$ cat src/design/assert_macros.svh
// Assertion macros used by the controller.
`ifndef ASSERT_MACROS_SVH
`define ASSERT_MACROS_SVH
`ifndef SYNTH
// Same-cycle implication, checked at every rising edge outside reset.
`define ASSERT_IMP(label, ante, cons) \
  label: assert property (@(posedge clk_i) disable iff (!rst_ni) (ante) |-> (cons)) \
    else $error("assertion failed");
// Next-cycle implication.
`define ASSERT_NXT(label, ante, cons) \
  label: assert property (@(posedge clk_i) disable iff (!rst_ni) (ante) |=> (cons)) \
    else $error("assertion failed");
`else
`define ASSERT_IMP(label, ante, cons)
`define ASSERT_NXT(label, ante, cons)
`endif
`endif

$ cat src/design/spdo_pkg.sv
`timescale 1ns / 1ps

package spdo_pkg;

  // Window of pulse differences used for the speed estimate.
  localparam int WINDOW_TICKS = 10;
  localparam int SLOT_W = $clog2(WINDOW_TICKS);
  localparam int SUM_W = 16 + $clog2(WINDOW_TICKS);

  // Divider operand widths.
  localparam int PROD_W = SUM_W + 12;
  localparam int NUM_W = PROD_W + 5;
  localparam int DEN_W = 20;
  localparam int STEP_W = $clog2(NUM_W + 1);

  // Distance steps in pulses.
  localparam logic [16:0] TRIP_STEP = 17'd280;
  localparam logic [16:0] ODO_STEP = 17'd2800;
  localparam logic [11:0] DEN_SCALE = 12'd2500;

  // Reciprocals for the constant divisions. The trip count divides by 8 and then by 35,
  // the odometer by 16 and then by 175, the map by 2 or 4 and then by 5. Each reciprocal
  // is rounded up and is exact over the operand range that reaches it.
  localparam logic [14:0] TRIP_RECIP = 15'd29960;
  localparam logic [12:0] ODO_RECIP = 13'd5992;
  localparam logic [19:0] FIFTH_RECIP = 20'd838861;

  // Indicated-speed map.
  localparam logic [7:0] MAP_X [9] = '{8'd0, 8'd10, 8'd20, 8'd40, 8'd60, 8'd80, 8'd100,
                                        8'd120, 8'd140};
  localparam logic [7:0] MAP_Y [9] = '{8'd0, 8'd10, 8'd21, 8'd42, 8'd63, 8'd84, 8'd106,
                                        8'd126, 8'd150};
  localparam logic [7:0] SPEED_MAX = 8'd199;
  localparam logic [7:0] TOP_X = 8'd140;
  localparam logic [7:0] TOP_Y = 8'd150;
  localparam logic [4:0] TOP_DY = 5'd24;
  localparam logic [4:0] TOP_DX = 5'd20;
  localparam logic [15:0] MPH_FACTOR = 16'd40722;

  // Configuration register indexes.
  localparam logic [2:0] REG_PPR = 3'd0;
  localparam logic [2:0] REG_PERIM = 3'd1;
  localparam logic [2:0] REG_IMPERIAL = 3'd2;
  localparam logic [2:0] REG_TRIP_LIMIT = 3'd3;
  localparam logic [2:0] REG_ODO_LIMIT = 3'd4;

  typedef enum logic [3:0] {
    ST_IDLE, ST_DIST, ST_DIST_COMMIT, ST_MUL,
    ST_RAW_GO, ST_RAW_WAIT, ST_MAP_GO, ST_MAP_WAIT, ST_OUT
  } state_e;

  typedef struct packed {
    logic load_item;
    logic calc_dist;
    logic commit_dist;
    logic load_prod;
    logic div_start;
    logic commit_raw;
    logic load_map;
    logic commit_map;
    logic out_load;
  } cmd_t;

  typedef struct packed {
    logic div_busy;
    logic div_done;
    logic den_zero;
    logic raw_small;
    logic out_blocked;
  } sts_t;

  typedef struct packed {
    logic [7:0] x0;
    logic [7:0] y0;
    logic [4:0] dx;
    logic [4:0] dy;
  } seg_t;

  // Map segment for a speed below the top point.
  function automatic seg_t map_segment(input logic [15:0] x);
    seg_t s;
    s = '0;
    for (int i = 0; i < 8; i++) begin
      if (x >= 16'(MAP_X[i]) && x < 16'(MAP_X[i+1])) begin
        s.x0 = MAP_X[i];
        s.y0 = MAP_Y[i];
        s.dx = 5'(MAP_X[i+1] - MAP_X[i]);
        s.dy = 5'(MAP_Y[i+1] - MAP_Y[i]);
      end
    end
    return s;
  endfunction

endpackage

$ cat src/design/spdo_div.sv
`timescale 1ns / 1ps

module spdo_div import spdo_pkg::*; (
  input  logic              clk_i,
  input  logic              rst_ni,
  input  logic              start_i,
  input  logic [STEP_W-1:0] steps_i,
  input  logic [NUM_W-1:0]  num_i,
  input  logic [DEN_W-1:0]  den_i,
  output logic              busy_o,
  output logic              done_o,
  output logic [NUM_W-1:0]  quo_o
);

  logic [STEP_W-1:0] cnt_q, cnt_d;
  logic              done_q;
  logic [NUM_W-1:0]  num_q, quo_q;
  logic [DEN_W-1:0]  den_q, rem_q;
  logic [DEN_W:0]    trial;
  logic              ge;

  // One restoring step: bring down the next numerator bit and try to subtract.
  assign trial = {rem_q, num_q[NUM_W-1]};
  assign ge = trial >= {1'b0, den_q};
  assign cnt_d = start_i ? steps_i : ((cnt_q != '0) ? cnt_q - 1'b1 : cnt_q);

  // Step counter and completion pulse.
  always_ff @(posedge clk_i or negedge rst_ni) begin
    if (!rst_ni) begin
      cnt_q <= '0;
      done_q <= 1'b0;
    end else begin
      cnt_q <= cnt_d;
      done_q <= !start_i && (cnt_q == STEP_W'(1));
    end
  end

  // Operand and result registers.
  always_ff @(posedge clk_i) begin
    if (start_i) begin
      num_q <= num_i;
      den_q <= den_i;
      rem_q <= '0;
      quo_q <= '0;
    end else if (cnt_q != '0) begin
      num_q <= {num_q[NUM_W-2:0], 1'b0};
      rem_q <= ge ? DEN_W'(trial - {1'b0, den_q}) : trial[DEN_W-1:0];
      quo_q <= {quo_q[NUM_W-2:0], ge};
    end
  end

  assign busy_o = cnt_q != '0;
  assign done_o = done_q;
  assign quo_o = quo_q;

endmodule

$ cat src/design/spdo_ctrl.sv
`timescale 1ns / 1ps
`include "assert_macros.svh"

module spdo_ctrl import spdo_pkg::*; (
  input  logic clk_i,
  input  logic rst_ni,
  input  logic in_valid_i,
  output logic in_stall_o,
  input  sts_t sts_i,
  output cmd_t cmd_o
);

  state_e state_q, state_d;

  // State register.
  always_ff @(posedge clk_i or negedge rst_ni) begin
    if (!rst_ni) begin
      state_q <= ST_IDLE;
    end else begin
      state_q <= state_d;
    end
  end

  // Sequencing of the distance updates, the speed division and the map.
  always_comb begin
    state_d = state_q;
    cmd_o = '0;
    in_stall_o = 1'b1;
    case (state_q)
      ST_IDLE: begin
        in_stall_o = 1'b0;
        if (in_valid_i) begin
          cmd_o.load_item = 1'b1;
          state_d = ST_DIST;
        end
      end
      ST_DIST: begin
        cmd_o.calc_dist = 1'b1;
        state_d = ST_DIST_COMMIT;
      end
      ST_DIST_COMMIT: begin
        cmd_o.commit_dist = 1'b1;
        state_d = ST_MUL;
      end
      ST_MUL: begin
        cmd_o.load_prod = 1'b1;
        state_d = ST_RAW_GO;
      end
      ST_RAW_GO: begin
        if (sts_i.den_zero) begin
          cmd_o.commit_raw = 1'b1;
          state_d = ST_MAP_GO;
        end else begin
          cmd_o.div_start = 1'b1;
          state_d = ST_RAW_WAIT;
        end
      end
      ST_RAW_WAIT: begin
        if (sts_i.div_done) begin
          cmd_o.commit_raw = 1'b1;
          state_d = ST_MAP_GO;
        end
      end
      ST_MAP_GO: begin
        if (sts_i.raw_small) begin
          cmd_o.commit_map = 1'b1;
          state_d = ST_OUT;
        end else begin
          cmd_o.load_map = 1'b1;
          state_d = ST_MAP_WAIT;
        end
      end
      ST_MAP_WAIT: begin
        cmd_o.commit_map = 1'b1;
        state_d = ST_OUT;
      end
      ST_OUT: begin
        if (!sts_i.out_blocked) begin
          cmd_o.out_load = 1'b1;
          state_d = ST_IDLE;
        end
      end
      default: begin
        state_d = ST_IDLE;
      end
    endcase
  end

  `ASSERT_IMP(a_start_idle_div, cmd_o.div_start, !sts_i.div_busy)
  `ASSERT_IMP(a_load_free_out, cmd_o.out_load, !sts_i.out_blocked)
  `ASSERT_NXT(a_start_busy, cmd_o.div_start, sts_i.div_busy)

endmodule

$ cat src/design/spdo_datapath.sv
`timescale 1ns / 1ps

module spdo_datapath import spdo_pkg::*; (
  input  logic        clk_i,
  input  logic        rst_ni,
  input  logic        cfg_valid_i,
  input  logic [2:0]  cfg_index_i,
  input  logic [23:0] cfg_data_i,
  input  logic [15:0] pulse_total_i,
  input  cmd_t        cmd_i,
  output sts_t        sts_o,
  input  logic        out_stall_i,
  output logic        out_valid_o,
  output logic [7:0]  shown_speed_o,
  output logic [7:0]  metric_speed_o,
  output logic [15:0] trip_tenths_o,
  output logic [23:0] odo_km_o,
  output logic        save_strobe_o
);

  logic [7:0]  ppr_q;
  logic [11:0] perim_q;
  logic        imperial_q;
  logic [15:0] trip_limit_q;
  logic [23:0] odo_limit_q;

  logic [15:0]       prev_q;
  logic [15:0]       win_q [WINDOW_TICKS];
  logic [SLOT_W-1:0] slot_q;
  logic [SUM_W-1:0]  wsum_q;
  logic [8:0]        trip_rem_q;
  logic [11:0]       odo_rem_q;
  logic [16:0]       trip_acc_q, odo_acc_q;
  logic [8:0]        trip_quo_q;
  logic [5:0]        odo_quo_q;
  logic [15:0]       trip_q;
  logic [23:0]       odo_q;
  logic              save_q;
  logic [PROD_W-1:0] prod_q;
  logic [DEN_W-1:0]  den_q;
  logic [15:0]       raw_q;
  logic [20:0]       map_num_q;
  logic              map_wide_q;
  logic [7:0]        metric_q;
  logic [7:0]        seg_base_q;
  logic              out_valid_q;

  logic [15:0]       diff;
  logic [NUM_W-1:0]  raw_num;
  logic [NUM_W-1:0]  quo;
  logic              div_busy, div_done;
  seg_t              seg;
  logic              top_seg;
  logic [20:0]       map_num;
  logic [28:0]       trip_prod;
  logic [25:0]       odo_prod;
  logic [16:0]       trip_left, odo_left;
  logic [17:0]       trip_sum;
  logic [24:0]       odo_sum;
  logic [19:0]       map_n;
  logic [41:0]       map_prod;
  logic [19:0]       map_quo;
  logic [20:0]       map_val;
  logic [23:0]       mph_prod;

  assign diff = pulse_total_i - prev_q;

  // Configuration registers.
  always_ff @(posedge clk_i or negedge rst_ni) begin
    if (!rst_ni) begin
      ppr_q <= 8'd1;
      perim_q <= 12'd2000;
      imperial_q <= 1'b0;
      trip_limit_q <= 16'd9999;
      odo_limit_q <= 24'd999999;
    end else if (cfg_valid_i) begin
      case (cfg_index_i)
        REG_PPR:        ppr_q <= cfg_data_i[7:0];
        REG_PERIM:      perim_q <= cfg_data_i[11:0];
        REG_IMPERIAL:   imperial_q <= cfg_data_i[0];
        REG_TRIP_LIMIT: trip_limit_q <= cfg_data_i[15:0];
        REG_ODO_LIMIT:  odo_limit_q <= cfg_data_i;
        default: ;
      endcase
    end
  end

  // Map segment for the raw speed.
  assign top_seg = raw_q >= 16'(TOP_X);
  assign seg = map_segment(raw_q);
  always_comb begin
    if (top_seg) begin
      map_num = 21'((raw_q - 16'(TOP_X)) * TOP_DY) + 21'(TOP_DX >> 1);
    end else begin
      map_num = 21'((raw_q - 16'(seg.x0)) * seg.dy) + 21'(seg.dx >> 1);
    end
  end

  // Map division by 10 or 20: a shift, then a reciprocal multiplication by a fifth.
  assign map_n = map_wide_q ? {1'b0, map_num_q[20:2]} : map_num_q[20:1];
  assign map_prod = 42'(map_n) * 42'(FIFTH_RECIP);
  assign map_quo = map_prod[41:22];
  assign map_val = 21'(seg_base_q) + 21'(map_quo);

  // Distance quotients by reciprocal multiplication, remainders by subtraction.
  assign trip_prod = 29'(trip_acc_q[16:3]) * 29'(TRIP_RECIP);
  assign odo_prod = 26'(odo_acc_q[16:4]) * 26'(ODO_RECIP);
  assign trip_left = trip_acc_q - 17'(trip_quo_q) * TRIP_STEP;
  assign odo_left = odo_acc_q - 17'(odo_quo_q) * ODO_STEP;
  assign trip_sum = 18'(trip_q) + 18'(trip_quo_q);
  assign odo_sum = 25'(odo_q) + 25'(odo_quo_q);

  // Speed division operand: the product times nine plus half the divisor, for rounding.
  assign raw_num = NUM_W'({prod_q, 3'b000}) + NUM_W'(prod_q) + NUM_W'(den_q >> 1);

  spdo_div u_div (
    .clk_i   (clk_i),
    .rst_ni  (rst_ni),
    .start_i (cmd_i.div_start),
    .steps_i (STEP_W'(NUM_W)),
    .num_i   (raw_num),
    .den_i   (den_q),
    .busy_o  (div_busy),
    .done_o  (div_done),
    .quo_o   (quo)
  );

  // Item state: previous sample, window, distance counters.
  always_ff @(posedge clk_i or negedge rst_ni) begin
    if (!rst_ni) begin
      prev_q <= '0;
      for (int i = 0; i < WINDOW_TICKS; i++) begin
        win_q[i] <= '0;
      end
      slot_q <= '0;
      wsum_q <= '0;
      trip_rem_q <= '0;
      odo_rem_q <= '0;
      trip_q <= '0;
      odo_q <= '0;
    end else begin
      if (cmd_i.load_item) begin
        prev_q <= pulse_total_i;
        win_q[slot_q] <= diff;
        wsum_q <= wsum_q - SUM_W'(win_q[slot_q]) + SUM_W'(diff);
        slot_q <= (slot_q == SLOT_W'(WINDOW_TICKS - 1)) ? '0 : slot_q + 1'b1;
      end
      if (cmd_i.commit_dist) begin
        trip_rem_q <= trip_left[8:0];
        odo_rem_q <= odo_left[11:0];
        if (trip_acc_q >= TRIP_STEP) begin
          trip_q <= (trip_sum > 18'(trip_limit_q)) ? '0 : trip_sum[15:0];
        end
        if (odo_acc_q >= ODO_STEP && odo_q < odo_limit_q) begin
          odo_q <= (odo_sum > 25'(odo_limit_q)) ? odo_limit_q : odo_sum[23:0];
        end
      end
    end
  end

  // Working registers of one item.
  always_ff @(posedge clk_i) begin
    if (cmd_i.load_item) begin
      trip_acc_q <= 17'(trip_rem_q) + 17'(diff);
      odo_acc_q <= 17'(odo_rem_q) + 17'(diff);
    end
    if (cmd_i.calc_dist) begin
      trip_quo_q <= trip_prod[28:20];
      odo_quo_q <= odo_prod[25:20];
    end
    if (cmd_i.commit_dist) begin
      save_q <= trip_acc_q >= TRIP_STEP;
    end
    if (cmd_i.load_prod) begin
      prod_q <= PROD_W'(wsum_q * perim_q);
      den_q <= DEN_W'(ppr_q * DEN_SCALE);
    end
    if (cmd_i.commit_raw) begin
      if (sts_o.den_zero) begin
        raw_q <= '0;
      end else begin
        raw_q <= (quo[NUM_W-1:16] != '0) ? 16'hFFFF : quo[15:0];
      end
    end
    if (cmd_i.load_map) begin
      map_num_q <= map_num;
      map_wide_q <= top_seg || (seg.dx == TOP_DX);
      seg_base_q <= top_seg ? TOP_Y : seg.y0;
    end
    if (cmd_i.commit_map) begin
      if (sts_o.raw_small) begin
        metric_q <= '0;
      end else begin
        metric_q <= (map_val > 21'(SPEED_MAX)) ? SPEED_MAX : map_val[7:0];
      end
    end
  end

  // Output register.
  assign mph_prod = 24'(metric_q * MPH_FACTOR) + 24'h008000;
  always_ff @(posedge clk_i or negedge rst_ni) begin
    if (!rst_ni) begin
      out_valid_q <= 1'b0;
    end else if (cmd_i.out_load) begin
      out_valid_q <= 1'b1;
    end else if (!out_stall_i) begin
      out_valid_q <= 1'b0;
    end
  end

  always_ff @(posedge clk_i) begin
    if (cmd_i.out_load) begin
      shown_speed_o <= imperial_q ? mph_prod[23:16] : metric_q;
      metric_speed_o <= metric_q;
      trip_tenths_o <= trip_q;
      odo_km_o <= odo_q;
      save_strobe_o <= save_q;
    end
  end

  assign out_valid_o = out_valid_q;

  // Status to the controller.
  assign sts_o.div_busy = div_busy;
  assign sts_o.div_done = div_done;
  assign sts_o.den_zero = den_q == '0;
  assign sts_o.raw_small = raw_q < 16'd2;
  assign sts_o.out_blocked = out_valid_q && out_stall_i;

endmodule

$ cat src/design/speedometer_odometer_tick.sv
`timescale 1ns / 1ps
// Flow: after a tick is accepted, the distance update, the 37-step speed division and the map
// run in turn before the result beat; a raw speed below 2 skips the map division.
// Pulses per rev of zero skips both divisions. Ticks: one result per tick; the next tick is
// taken only once the result is loaded, and a stalled result holds back the load of the next one.
// Reset: asynchronous, active low; clears the window, the distance counters and the
// previous sample, and loads the configuration reset values.
module speedometer_odometer_tick import spdo_pkg::*; (
  input  logic        clk_i,
  input  logic        rst_ni,
  input  logic        cfg_valid_i,
  output logic        cfg_ready_o,
  input  logic [2:0]  cfg_index_i,
  input  logic [23:0] cfg_data_i,
  input  logic        in_valid_i,
  output logic        in_stall_o,
  input  logic [15:0] pulse_total_i,
  output logic        out_valid_o,
  input  logic        out_stall_i,
  output logic [7:0]  shown_speed_o,
  output logic [7:0]  metric_speed_o,
  output logic [15:0] trip_tenths_o,
  output logic [23:0] odo_km_o,
  output logic        save_strobe_o
);

  cmd_t cmd;
  sts_t sts;

  assign cfg_ready_o = 1'b1;

  spdo_ctrl u_ctrl (
    .clk_i      (clk_i),
    .rst_ni     (rst_ni),
    .in_valid_i (in_valid_i),
    .in_stall_o (in_stall_o),
    .sts_i      (sts),
    .cmd_o      (cmd)
  );

  spdo_datapath u_dp (
    .clk_i          (clk_i),
    .rst_ni         (rst_ni),
    .cfg_valid_i    (cfg_valid_i),
    .cfg_index_i    (cfg_index_i),
    .cfg_data_i     (cfg_data_i),
    .pulse_total_i  (pulse_total_i),
    .cmd_i          (cmd),
    .sts_o          (sts),
    .out_stall_i    (out_stall_i),
    .out_valid_o    (out_valid_o),
    .shown_speed_o  (shown_speed_o),
    .metric_speed_o (metric_speed_o),
    .trip_tenths_o  (trip_tenths_o),
    .odo_km_o       (odo_km_o),
    .save_strobe_o  (save_strobe_o)
  );

endmodule
$ cat config.mk
export PLATFORM = sky130hd
export DESIGN_NAME = speedometer_odometer_tick
export DESIGN_NICKNAME = d
export VERILOG_FILES = /design/src/design/spdo_pkg.sv /design/src/design/spdo_div.sv /design/src/design/spdo_ctrl.sv /design/src/design/spdo_datapath.sv /design/src/design/speedometer_odometer_tick.sv
export VERILOG_INCLUDE_DIRS = /design/src /design/src/design
export SDC_FILE = /design/constraint.sdc
export NUM_CORES = 2
export LEC_CHECK = 0
export BUFFER_PORTS_ARGS = -buffer_cell sky130_fd_sc_hd__buf_4
export CORE_UTILIZATION = 40
export CTS_BUF_LIST = sky130_fd_sc_hd__clkbuf_2
export CTS_CLUSTER_DIAMETER = 200
export CTS_CLUSTER_SIZE = 30
export DETAILED_ROUTE_END_ITERATION = 8
export GPL_TIMING_DRIVEN = 0
export PLACE_DENSITY = 0.61
export SKIP_CTS_REPAIR_TIMING = 1
export SLEW_MARGIN = 20
export SYNTH_ARGS = -nofsm -noshare
export SYNTH_HDL_FRONTEND = slang
export SYNTH_SLANG_ARGS = --single-unit
$ cat constraint.sdc
create_clock -name clk_i -period 15.4 [get_ports clk_i]
set_input_delay 3.08 -clock clk_i [delete_from_list [all_inputs] [get_ports clk_i]]
set_output_delay 3.08 -clock clk_i [all_outputs]
set_load 0.02 [all_outputs]
==> summary.txt <==
STA
  • Final Max Tran Viols: 0
  • Final-report hold violation count: 0
  • Final Setup Violations: 0
  • Period utilization: 71.4%
  • FMAX: 90.9 MHz
  • RSZ-0062 raised after global routing: false
  • Setup TNS: 0 ns
  • Measured slew at the worst slew-check pin: 1.15 ns
  • Slew HR: 22.9%
  • Layout Skew: 0.147 ns
  • Post-route minimum period: 11.00 ns

Flow run
  • Max-Cap Viols: 0

Outcome
  • Status: finished, violations left
  • Failing checks: design-rule violations

Global route
  • Antenna violations before repair: 5
  • First-pass GRT wire length: 249000 microns
  • Largest net degree at the start of global routing: 97
  • GRT Total Usage: 19.6%
  • GRT overflow: 0
  • Number of global-route vias before repair: 46137

Synthesis
  • Sequential area share after synthesis: 28.0%
  • Yosys top cell area share: 16.8%
  • Syn_area_per_cell: 9.73 sq um
  • Syn Nets: 7810
  • Post-synth ARST share: 51.0%
  • Seq cells post-synth: 655
  • Mapped Cells: 6411
  • Post-synth EDFFs: 264
  • Synth unique cells: 91
  • Most frequent cells after synthesis: 909 x inv_1, 836 x ha_1, 715 x nand2_1
  • Dominant synthesized flop cell: dfrtp_1
  • Synth area leader: ha_1
  • Synth area leaders: ha_1 17%, fa_1 17%, edfxtp_1 13%, dfrtp_1 12%, inv_1 5.5%
  • Synth Warn #: 0
  • Mapped cell area: 0.0624 sq mm
  • Top-count cell post-synth: inv_1

Setup path
  • Largest stage delay on the critical path: 0.63 ns
  • Worst path buffer plus inverter count: 8
  • Worst path most repeated cell: inv_1
  • Kind of cell adding the most delay to the critical path: adder cells
  • Worst endpoint data arrival time: 12.27 ns
  • R2R Setup Slk: 4.40 ns
  • CP Class: flip-flop to flip-flop
  • Crit path required time: 16.67 ns
  • Slowest CP cell: fa_1
  • Max FO, Critical Path: 10
  • Startpoint Class: flip-flop
  • Setup crit end kind: flip-flop

Clock network
  • CTS clk-pin slew, worst paths: 0.60 ns
  • Clock root buffer: clkbuf_2
  • Clk Latency, worst-skew pair: 1.42 ns
  • CTS tree: yes
  • Clock Tree Buf Depth: 3
  • H-tree depth: 1
  • CTS sink count: 655
  • Total CTS buffers: 26

Finish
  • Ratio of cells with drive above 1 in the final layout: 5.29%
  • Layout area overhead: 6.28%
  • Filler cells: 15006
  • Nets: 7956

Die
  • Initial Util: 40.4%
  • # rows: 144
  • I/O pin cnt: 108
  • Core area: 0.154 sq mm
  • DIE WIDTH: 397 microns
  • Chip Height: 397 microns
  • Die area: 0.158 sq mm

Placement
  • PortBufs: 106
  • Routability cong.: 0.953
  • Detailed Place HPWL: 126000 microns

Detailed routing
  • Drt first pass iters: 8
  • 1st-iter DRT viols: 2924
  • Vias per cell: 5.24
  • Antenna Nets Post-Route: 0
  • Avg WL per Cell: 17.7 microns
  • Drt total wl: 153000 microns
  • Post-route DRC: 8
  • Via count: 45207

Worst hold path
  • Worst hold path type: flip-flop to flip-flop
==> cell type report <==
type,instances,area (sq um),share of cell area (%)
diodes,3,7.51,0.0113
plain buffers,221,840,1.27
clock buffers,42,210,0.317
clock inverters,2,41.3,0.0623
inverters,909,3410,5.15
multi-input cells,4626,40700,61.4
flip-flops and latches,655,17500,26.3
well taps,2044,2560,3.86
repair buffers,118,1060,1.60
==> kinds of logic after synthesis <==
| kind of cell | count (synthesis) | share of synthesized area [%] |
|---|---|---|
| adders and majority gates | 1352 | 33.3 |
| AOI/OAI and AO/OA | 1193 | 12.1 |
| buffers and inverters | 1130 | 6.80 |
| xor gates and xnor gates | 349 | 4.90 |
| DFF | 655 | 28.0 |
| other | 1 | 0.00601 |
| muxes | 143 | 3.06 |
| and+or+nand+nor | 1588 | 11.9 |
==> metrics by stage <==
| step | cells | util [%] | setup WS [ns] | instance area [sq um] | hold WS, ns |
|---|---|---|---|---|---|
| after floorplan | 6411 | - | 6.15 | 62400 | 0.400 |
| after global placement | 8561 | 42.6 | 4.65 | 65700 | 0.421 |
| after detailed placement | 8573 | 42.8 | 4.60 | 66000 | 0.422 |
| after CTS | 8617 | 42.9 | 4.52 | 66300 | 0.438 |
| after global routing | 8619 | 42.9 | 3.58 | 66300 | 0.456 |
| final | 8620 | 42.9 | 4.40 | 66300 | 0.414 |
==> per-layer routing <==
| layer | routed length (microns) | global-route usage (%) |
|---|---|---|
| met1 | 70100 | 26.9 |
| met2 | 71600 | 32.8 |
| met3 | 6400 | 1.99 |
| met4 | 4670 | 5.29 |
| met5 | 0 | 0 |
==> state kept, by name, summed over array words and instances, names as in the netlist, 9 cells and up <==
signal	count
u_dp.den_q	18
u_dp.map_num_q	20
u_dp.odo_acc_q	17
u_dp.odo_km_o	24
u_dp.odo_limit_q	24
u_dp.odo_q	24
u_dp.odo_rem_q	12
u_dp.perim_q	12
u_dp.prev_q	16
u_dp.prod_q	32
u_dp.raw_q	16
u_dp.trip_acc_q	17
u_dp.trip_limit_q	16
u_dp.trip_q	16
u_dp.trip_quo_q	9
u_dp.trip_rem_q	9
u_dp.trip_tenths_o	16
u_dp.u_div.den_q	18
u_dp.u_div.num_q	37
u_dp.u_div.quo_o	37
u_dp.u_div.rem_q	20
u_dp.win_q	160
u_dp.wsum_q	20
==> worst register-to-register path, delay by kind of cell (launching register included) <==
family | cells | cell delay [ns]
XOR/XNOR | 2 | 0.38
AND/OR/NAND/NOR | 6 | 1.21
multiplexers | 1 | 0.51
AO/OA/AOI/OAI | 12 | 2.64
adder cells (fa/ha/maj) | 10 | 3.96
flip-flops | 1 | 0.56
buffers and inverters | 8 | 1.54
==> cells in the final DEF (no fill, tap or decap), types with 27 or more instances in the layout <==
cell type / instances
and3_1: 38
o21a_1: 59
o311ai_0: 27
nor4_1: 40
a211oi_1: 33
mux2i_1: 49
a21oi_1: 287
and2_1: 104
nand3_1: 71
a21o_1: 118
nor2_1: 282
inv_1: 908
ha_1: 836
mux4_2: 32
dfrtp_1: 307
clkbuf_1: 198
or2_2: 30
mux2_2: 62
nand4_1: 51
fa_1: 515
xor2_1: 116
edfxtp_1: 264
nor3_1: 66
clkbuf_2: 43
buf_4: 109
o21ai_0: 389
nand2b_1: 39
o21bai_1: 44
nor2b_1: 54
xnor2_1: 233
dfxtp_1: 57
dfstp_2: 27
nand2_1: 715
==> worst paths after layout <==
check / startpoint / end / depth (start not counted)
max: u_dp.map_wide_q / u_dp.metric_q[2] / 39
min: u_dp.u_div.quo_o[0] / u_dp.u_div.quo_o[1] / 2
max reg2reg: u_dp.map_wide_q / u_dp.metric_q[2] / 39
min reg2reg: u_dp.u_div.quo_o[0] / u_dp.u_div.quo_o[1] / 2
max in group asynchronous: rst_ni / u_dp.u_div.cnt_q[0] / 3
min in group asynchronous: rst_ni / u_dp.win_q[32] / 1
Power is left out: the tool's default activity adds up to more than one toggle a clock period on the data nets, which glitch-free logic cannot reach.
